File: src/led_blink_breathe_controller_top_defines.svh
// ----------------------------------------------------------------------------
// LED blink/breathe controller assertion macros
// Shared concurrent check wrappers, clocked on the rising edge and
// disabled while reset is asserted.
// ----------------------------------------------------------------------------
`ifndef LED_BLINK_BREATHE_CONTROLLER_TOP_DEFINES_SVH
`define LED_BLINK_BREATHE_CONTROLLER_TOP_DEFINES_SVH

// Same-cycle implication.
`define LBBC_ASSERT_NOW(lbl, clk, rst_n, ante, cons, msg) \
  lbl: assert property (@(posedge clk) disable iff (!rst_n) (ante) |-> (cons)) \
    else $error(msg);

// Next-cycle implication.
`define LBBC_ASSERT_NEXT(lbl, clk, rst_n, ante, cons, msg) \
  lbl: assert property (@(posedge clk) disable iff (!rst_n) (ante) |=> (cons)) \
    else $error(msg);

`endif

File: src/lbbc_pkg.sv
// ----------------------------------------------------------------------------
// LED blink/breathe controller package
// Command codes, activity codes, register indexes and the result record.
// ----------------------------------------------------------------------------
`timescale 1ns / 1ps
`default_nettype none

package lbbc_pkg;

  typedef enum logic [1:0] {
    MODE_TICK    = 2'd0,
    MODE_ON      = 2'd1,
    MODE_BLINK   = 2'd2,
    MODE_BREATHE = 2'd3
  } mode_t;

  typedef enum logic [1:0] {
    ACT_IDLE    = 2'd0,
    ACT_BLINK   = 2'd1,
    ACT_BREATHE = 2'd2
  } activity_t;

  localparam int unsigned CFG_IDX_W = 2;
  localparam logic [CFG_IDX_W-1:0] REG_BLINK_HALF_PERIOD = 2'd0;
  localparam logic [CFG_IDX_W-1:0] REG_RAMP_STEP_PERIOD  = 2'd1;

  localparam logic [15:0] BLINK_HALF_PERIOD_RST = 16'd500;
  localparam logic [15:0] RAMP_STEP_PERIOD_RST  = 16'd10;

  typedef struct packed {
    logic [7:0] led_level;
    activity_t  activity;
    logic       sequence_done;
  } lbbc_result_t;

endpackage

`default_nettype wire

File: src/lbbc_core.sv
// ----------------------------------------------------------------------------
// LED blink/breathe controller core
// Sequence state and its one-item update: tick counting, blink toggles,
// breathing ramp and cycle counting.
// ----------------------------------------------------------------------------
`timescale 1ns / 1ps
`default_nettype none

module lbbc_core
  import lbbc_pkg::*;
#(
  parameter int unsigned LEVEL_MAX = 255
) (
  input  wire logic         clk,
  input  wire logic         rst_n,
  input  wire logic         step_en,
  input  wire logic [1:0]   mode,
  input  wire logic [15:0]  repeat_count,
  input  wire logic [15:0]  blink_half_period,
  input  wire logic [15:0]  ramp_step_period,
  output lbbc_result_t      res
);

  localparam int unsigned LW = $clog2(LEVEL_MAX + 1);
  localparam logic [LW-1:0] LVL_MAX = LW'(LEVEL_MAX);

  activity_t     act_r, act_nxt;
  logic [15:0]   elapsed_r, elapsed_nxt;
  logic [16:0]   toggle_r, toggle_nxt;
  logic [15:0]   target_r, target_nxt;
  logic [LW-1:0] ramp_r, ramp_nxt;
  logic          rising_r, rising_nxt;
  logic [15:0]   cycles_r, cycles_nxt;
  logic [LW-1:0] drive_r, drive_nxt;

  logic [15:0]   period;
  logic [15:0]   period_eff;
  logic [15:0]   elapsed_inc;
  logic          hit;
  logic [16:0]   toggle_inc;
  logic [LW-1:0] ramp_step;
  logic [15:0]   cycles_inc;
  logic          go_idle;
  logic          done;

  // Shared period counter for whichever sequence runs
  always_comb begin
    period      = (act_r == ACT_BLINK) ? blink_half_period : ramp_step_period;
    period_eff  = (period == 16'd0) ? 16'd1 : period;
    elapsed_inc = elapsed_r + 16'd1;
    hit         = (elapsed_inc >= period_eff);
    toggle_inc  = toggle_r + 17'd1;
    if (rising_r) begin
      ramp_step = ramp_r + LW'(1);
    end else begin
      ramp_step = (ramp_r == '0) ? '0 : ramp_r - LW'(1);
    end
    cycles_inc = (cycles_r == 16'hFFFF) ? cycles_r : cycles_r + 16'd1;
  end

  always_comb begin
    act_nxt     = act_r;
    elapsed_nxt = elapsed_r;
    toggle_nxt  = toggle_r;
    target_nxt  = target_r;
    ramp_nxt    = ramp_r;
    rising_nxt  = rising_r;
    cycles_nxt  = cycles_r;
    drive_nxt   = drive_r;
    go_idle     = 1'b0;
    done        = 1'b0;

    unique case (mode_t'(mode))
      MODE_ON: begin
        go_idle = 1'b1;
      end
      MODE_BLINK, MODE_BREATHE: begin
        go_idle = 1'b1;
      end
      MODE_TICK: begin
        unique case (act_r)
          ACT_BLINK: begin
            if (hit) begin
              elapsed_nxt = '0;
              drive_nxt   = (drive_r == '0) ? LVL_MAX : '0;
              toggle_nxt  = toggle_inc;
              if (toggle_inc >= {target_r, 1'b0}) begin
                go_idle = 1'b1;
                done    = 1'b1;
              end
            end else begin
              elapsed_nxt = elapsed_inc;
            end
          end
          ACT_BREATHE: begin
            if (hit) begin
              elapsed_nxt = '0;
              ramp_nxt    = ramp_step;
              drive_nxt   = ramp_step;
              if (ramp_step == '0 || ramp_step >= LVL_MAX) begin
                rising_nxt = !rising_r;
                // Turning back to rising at zero closes one breath
                if (!rising_r) begin
                  cycles_nxt = cycles_inc;
                  if (cycles_inc >= target_r) begin
                    go_idle = 1'b1;
                    done    = 1'b1;
                  end
                end
              end
            end else begin
              elapsed_nxt = elapsed_inc;
            end
          end
          default: begin
          end
        endcase
      end
      default: begin
      end
    endcase

    if (go_idle) begin
      act_nxt     = ACT_IDLE;
      elapsed_nxt = '0;
      toggle_nxt  = '0;
      target_nxt  = '0;
      ramp_nxt    = '0;
      rising_nxt  = 1'b1;
      cycles_nxt  = '0;
      drive_nxt   = '0;
      if (mode_t'(mode) == MODE_ON) begin
        drive_nxt = LVL_MAX;
      end else if (mode_t'(mode) == MODE_BLINK) begin
        act_nxt    = ACT_BLINK;
        target_nxt = repeat_count;
      end else if (mode_t'(mode) == MODE_BREATHE) begin
        act_nxt    = ACT_BREATHE;
        target_nxt = repeat_count;
      end
    end
  end

  always_ff @(posedge clk) begin
    if (!rst_n) begin
      act_r     <= ACT_IDLE;
      elapsed_r <= '0;
      toggle_r  <= '0;
      target_r  <= '0;
      ramp_r    <= '0;
      rising_r  <= 1'b1;
      cycles_r  <= '0;
      drive_r   <= '0;
    end else if (step_en) begin
      act_r     <= act_nxt;
      elapsed_r <= elapsed_nxt;
      toggle_r  <= toggle_nxt;
      target_r  <= target_nxt;
      ramp_r    <= ramp_nxt;
      rising_r  <= rising_nxt;
      cycles_r  <= cycles_nxt;
      drive_r   <= drive_nxt;
    end
  end

  always_comb begin
    res.led_level     = 8'(drive_nxt);
    res.activity      = act_nxt;
    res.sequence_done = done;
  end

endmodule

`default_nettype wire

File: src/led_blink_breathe_controller_top.sv
// ----------------------------------------------------------------------------
// LED blink/breathe controller top level
// Accepts tick and command items, drives LED duty, activity and done flags.
// ----------------------------------------------------------------------------
// Each input item is a millisecond tick (mode 0) or a command: steady on
// (1), blink repeat_count times (2), breathe repeat_count times (3). A
// blink or breathe command restarts the controller with the LED off, and
// steady on restarts it with the LED at full level; the first toggle or
// ramp step comes one full period after the command. Exactly one result
// item follows each input item, in order. The block takes one item per
// clock while the output side is not stalled: an item sits in the input
// register while the state update runs on it, and its result is loaded
// into the output register, raising out_valid. The output register
// decouples the channels, so a new item can be taken into an empty input
// register while a finished result still waits. Period registers are
// written through the cfg port (index 0 blink half period, index 1 ramp
// step period, other indexes ignored) and must only change while the block
// is idle; a period of zero acts as one. cfg_ready is always high.
`timescale 1ns / 1ps
`default_nettype none

`include "led_blink_breathe_controller_top_defines.svh"

module led_blink_breathe_controller_top
  import lbbc_pkg::*;
#(
  parameter int unsigned LEVEL_MAX = 255
) (
  input  wire logic                 clk,
  input  wire logic                 rst_n,
  // input item channel
  input  wire logic                 in_valid,
  output logic                      in_ready,
  input  wire logic [1:0]           in_mode,
  input  wire logic [15:0]          in_repeat_count,
  // result item channel
  output logic                      out_valid,
  input  wire logic                 out_ready,
  output logic [7:0]                out_led_level,
  output logic [1:0]                out_activity,
  output logic                      out_sequence_done,
  // configuration write channel
  input  wire logic                 cfg_valid,
  output logic                      cfg_ready,
  input  wire logic [CFG_IDX_W-1:0] cfg_index,
  input  wire logic [15:0]          cfg_data
);

  logic         s1_valid_r;
  logic [1:0]   s1_mode_r;
  logic [15:0]  s1_count_r;
  logic         out_valid_r;
  lbbc_result_t out_res_r;
  lbbc_result_t core_res;
  logic [15:0]  blink_half_r;
  logic [15:0]  ramp_step_r;
  logic         advance;

  // Move the held item into the core when the output register can take it
  assign advance   = s1_valid_r && (!out_valid_r || out_ready);
  assign in_ready  = !s1_valid_r || advance;
  assign cfg_ready = 1'b1;

  // Configuration registers; unknown indexes drop the write
  always_ff @(posedge clk) begin
    if (!rst_n) begin
      blink_half_r <= BLINK_HALF_PERIOD_RST;
      ramp_step_r  <= RAMP_STEP_PERIOD_RST;
    end else if (cfg_valid) begin
      if (cfg_index == REG_BLINK_HALF_PERIOD) begin
        blink_half_r <= cfg_data;
      end else if (cfg_index == REG_RAMP_STEP_PERIOD) begin
        ramp_step_r <= cfg_data;
      end
    end
  end

  // Input register
  always_ff @(posedge clk) begin
    if (!rst_n) begin
      s1_valid_r <= 1'b0;
    end else if (in_ready) begin
      s1_valid_r <= in_valid;
    end
  end

  always_ff @(posedge clk) begin
    if (in_valid && in_ready) begin
      s1_mode_r  <= in_mode;
      s1_count_r <= in_repeat_count;
    end
  end

  lbbc_core #(
    .LEVEL_MAX (LEVEL_MAX)
  ) u_core (
    .clk               (clk),
    .rst_n             (rst_n),
    .step_en           (advance),
    .mode              (s1_mode_r),
    .repeat_count      (s1_count_r),
    .blink_half_period (blink_half_r),
    .ramp_step_period  (ramp_step_r),
    .res               (core_res)
  );

  // Output register: load on advance, drop once taken
  always_ff @(posedge clk) begin
    if (!rst_n) begin
      out_valid_r <= 1'b0;
    end else if (advance) begin
      out_valid_r <= 1'b1;
    end else if (out_ready) begin
      out_valid_r <= 1'b0;
    end
  end

  always_ff @(posedge clk) begin
    if (advance) begin
      out_res_r <= core_res;
    end
  end

  assign out_valid         = out_valid_r;
  assign out_led_level     = out_res_r.led_level;
  assign out_activity      = out_res_r.activity;
  assign out_sequence_done = out_res_r.sequence_done;

  `LBBC_ASSERT_NOW(a_done_is_idle, clk, rst_n,
    out_valid_r && out_res_r.sequence_done,
    out_res_r.activity == ACT_IDLE && out_res_r.led_level == 8'd0,
    "finished sequence must leave the LED off and idle")
  `LBBC_ASSERT_NEXT(a_held_item_kept, clk, rst_n,
    s1_valid_r && !advance, s1_valid_r,
    "stalled item dropped from input register")
  `LBBC_ASSERT_NOW(a_no_overwrite, clk, rst_n,
    out_valid_r && !out_ready, !advance,
    "result register overwritten before it was taken")
  `LBBC_ASSERT_NEXT(a_cfg_blink_write, clk, rst_n,
    cfg_valid && cfg_index == REG_BLINK_HALF_PERIOD, blink_half_r == $past(cfg_data),
    "blink half period write lost")

endmodule

`default_nettype wire
File: config.mk
export PLATFORM = sky130hd
export DESIGN_NAME = led_blink_breathe_controller_top
export DESIGN_NICKNAME = d
export VERILOG_FILES = /design/src/lbbc_pkg.sv /design/src/lbbc_core.sv /design/src/led_blink_breathe_controller_top.sv
export VERILOG_INCLUDE_DIRS = /design/src /design/src/src
export SDC_FILE = /design/constraint.sdc
export NUM_CORES = 1
export LEC_CHECK = 0
export CAP_MARGIN = 20
export CORE_MARGIN = 2
export CORE_UTILIZATION = 64
export CTS_CLUSTER_DIAMETER = 30
export DETAILED_ROUTE_END_ITERATION = 16
export DONT_BUFFER_PORTS = 1
export GPL_ROUTABILITY_DRIVEN = 0
export GPL_TIMING_DRIVEN = 0
export HOLD_SLACK_MARGIN = 0.03
export PLACE_DENSITY = 0.8
export SLEW_MARGIN = 10
export SYNTH_ARGS = -nofsm -noshare
export SYNTH_HDL_FRONTEND = slang
export SYNTH_SLANG_ARGS = --single-unit
File: constraint.sdc
create_clock -name clk -period 6.1 [get_ports clk]
set_input_delay 1.22 -clock clk [delete_from_list [all_inputs] [get_ports clk]]
set_output_delay 1.22 -clock clk [all_outputs]
set_load 0.02 [all_outputs]
==> impl_metrics.py <==
metrics = {
    "outcome": {
        "outcome": "finished clean",
    },
    "layout": {
        "instances_no_fill": 1165,
        "seqCellArea_um2": 3230,
        "syn_to_final_growth_pct": 9.75,
        "fillers": 1000,
        "multi_input_area_um2": 4660,
        "layout_commonest_cell": "nand2_1",
        "layout-drive-gt1-share_pct": 6.34,
        "num_antenna_cells": 0,
        "final_nets": 1077,
        "final_area_um2": 9070,
        "mostFrequentLayoutCells": "nand2_1, dfxtp_1, a21oi_1",
    },
    "logic_synthesis": {
        "synth_fp_nets": 1058,
        "synth_edf_count": 29,
        "async_flop_share_pct": 0,
        "avgSynthCellArea_um2": 8.60,
        "syn_area_um2": 8260,
        "yosysUniqueCellTypes": 74,
        "syn_inst": 961,
        "synthFlopType": "dfxtp_1",
        "synth_top_area_cell": "dfxtp_1",
        "synth_top_area_share_pct": 28.6,
        "synth_area_leaders": "dfxtp_1, edfxtp_1, ha_1, nand2_1, a21oi_1",
        "synth-seq-area-share_pct": 39.1,
        "synth-seq-cells": 147,
        "ys_warn_count": 0,
    },
    "power": {
        "switching_share_pct": 26.8,
        "combPwrFrac_pct": 7.1,
        "cellPowerDensity_nw_per_um2": 250,
        "p_int_w": 0.00166,
        "p_sw_w": 0.000607,
        "peakVddDrop_mv": 0.250,
        "power.leakage_nw": 3.54,
        "p_seq_share_pct": 45.9,
        "fin_total_pwr_w": 0.00226,
        "power.share.clock_pct": 46.9,
    },
    "clock_tree": {
        "clock_sinks": 147,
        "cts-resized-gates": 0,
        "cts_buffers": 17,
        "cts_tree": "yes",
        "cts_buffer_depth": 2,
        "cts_hold_buf": 0,
        "path_clk_slew_ns": 0.07,
        "cts_setup_buffers": 0,
        "cts-htree-levels": 4,
        "clkLatencyLatePin_ns": 0.44,
        "clock-root-buffer": "clkbuf_16",
    },
    "placed_design": {
        "hpwl_um": 14500,
        "place_inst": 1133,
        "port_buffers": 0,
        "postPlaceCellArea_um2": 8480,
    },
    "floorplanning": {
        "ioPinCount": 55,
        "core_area_um2": 12600,
        "fp-row-count": 41,
        "start_util_pct": 65.5,
        "dieWidth_um": 118,
        "dieArea_um2": 13800,
        "dieHeight_um": 118,
    },
    "detailed_routing": {
        "drt_iter0_markers": 637,
        "route.detailed.drc": 0,
        "route.vias.total": 7101,
        "firstDrtPassIters": 5,
        "wirelength_um": 20200,
        "via_per_inst": 6.10,
        "ant_nets": 0,
        "wl_per_cell_um": 17.3,
    },
    "global_route": {
        "grt_pass1_wl_um": 32900,
        "grt_usage_pct": 29.4,
        "grt_max_degree": 21,
        "grt_overflow": 0,
        "grt_pass1_vias": 6695,
        "grt_antenna_before_repair": 1,
    },
    "sta": {
        "tightest_slew_ns": 1.03,
        "fin_crit_ns": 5.70,
        "report.final.setup_viol": 0,
        "rsz0062_at_grt": "false",
        "hold_viol_final": 0,
        "tns_ns": 0,
        "fin_crit_sh_pct": 93.5,
        "slew_violations": 0,
        "clock_skew_ns": 0.00972,
        "fmax_mhz": 175,
        "relSlewSlack_pct": 31.4,
    },
    "worst_setup_path": {
        "worstPathArrival_ns": 6.06,
        "r2r_slack_ns": 0.40,
        "worst_setup_path_start_kind": "flop",
        "end_kind": "flop",
        "worstPathMaxFanout": 10,
        "crit_type": "flop to flop",
        "required_ns": 6.46,
    },
    "hold_path": {
        "hp-class": "flop to flop",
    },
    "flow_run": {
        "maxCapViolCount": 0,
    },
}
==> registers in the layout (all words and copies together) (netlist names) <==
signal / flops
blink_half_r: 16
out_activity: 2
out_led_level: 8
out_sequence_done: 1
out_valid: 1
ramp_step_r: 16
s1_count_r: 16
s1_mode_r: 2
s1_valid_r: 1
u_core.act_r: 2
u_core.cycles_r: 16
u_core.drive_r: 8
u_core.elapsed_r: 16
u_core.ramp_r: 8
u_core.rising_r: 1
u_core.target_r: 16
u_core.toggle_r: 17
==> through the flow <==
stage	utilization, %	worst slack, ns	hold slack (ns)
3_5_place_dp	67.2	0.593	0.446
4_1_cts	71.9	0.534	0.456
6_report	71.9	0.397	0.456
2_1_floorplan	-	1.76	0.436
3_3_place_gp	67.2	0.579	0.441
5_1_grt	71.9	0.0171	0.478
==> cell families after synthesis <==
| group | Yosys count | share of synthesized area (%) |
|---|---|---|
| AO/OA/AOI/OAI | 236 | 18.2 |
| XOR/XNOR | 43 | 4.56 |
| adder cells (fa/ha/maj) | 56 | 8.48 |
| buffers and inverters | 92 | 4.50 |
| flip-flops | 147 | 39.1 |
| multiplexers | 21 | 2.57 |
| other | 1 | 0.0454 |
| AND/OR/NAND/NOR | 365 | 22.5 |
==> power groups by stage <==
| stage | combinational [W] | sequential, W | clock, W |
|---|---|---|---|
| 2_1_floorplan | 0.000117 | 0.00106 | 0 |
| 3_3_place_gp | 0.000155 | 0.00106 | 0 |
| 3_5_place_dp | 0.000157 | 0.00106 | 0 |
| 4_1_cts | 0.000159 | 0.00104 | 0.00107 |
| 5_1_grt | 0.000179 | 0.00104 | 0.00111 |
| 6_report | 0.000161 | 0.00104 | 0.00106 |
==> cell type report <==
class / count / area share (%)
buffer: 51 / 2.40
clock buffer: 18 / 4.73
clock inverter: 14 / 1.78
inverter: 41 / 1.70
multi-input combinational: 722 / 51.4
sequential: 147 / 35.6
tap: 172 / 2.37
==> cells in the mapped netlist (7+ instances only) <==
cell type and instances:
nand2_1 159, dfxtp_1 118, a21oi_1 87, ha_1 56, o21ai_0 47, inv_1 40
nand3_1 38, clkbuf_1 34, nor2_1 33, nand4_1 30, edfxtp_1 29, xnor2_1 28
and3_1 27, a22o_1 19, mux2i_1 19, xor2_1 15, nand3b_1 14, o22ai_1 13
o211ai_1 11, buf_2 9, nor4_1 8, a21o_1 7, a32o_1 7, nor2b_1 7
nor3_1 7
==> critical path, stage by stage (launching register included) <==
cell and delay, ns:
dfxtp_1 0.41, ha_1 0.17, clkbuf_1 0.30, buf_1 0.65, mux2i_1 0.52, nand4_1 0.15, or4_1 0.48, nand2_1 0.08
ha_1 0.22, nand2b_1 0.13, a31oi_1 0.16, o21ai_0 0.10, a21oi_1 0.47, a311oi_1 0.21, o32a_1 0.44, a21oi_1 0.39
nand2_1 0.20, clkbuf_1 0.30, o22ai_1 0.23
==> path summary, 6_finish.rpt <==
kind                    from                  to  cells after the start
max          u_core.act_r[0]  u_core.toggle_r[5]                     18
min           ramp_step_r[0]      ramp_step_r[0]                      2
max reg2reg  u_core.act_r[0]  u_core.toggle_r[5]                     18
min reg2reg   ramp_step_r[0]      ramp_step_r[0]                      2
==> routing by layer <==
metal / share of wire (%) / wire length (µm) / global-route usage (%) / vias up
met1: 43 / 8700 / 37.0 / 3300
met5: 0 / 0 / 0 / -
met4: 3.0 / 606 / 11.1 / 0
li1: - / - / - / 3527
met3: 5.9 / 1190 / 7.99 / 51
met2: 48 / 9650 / 48.5 / 223
(Power assumes the default switching activity.)
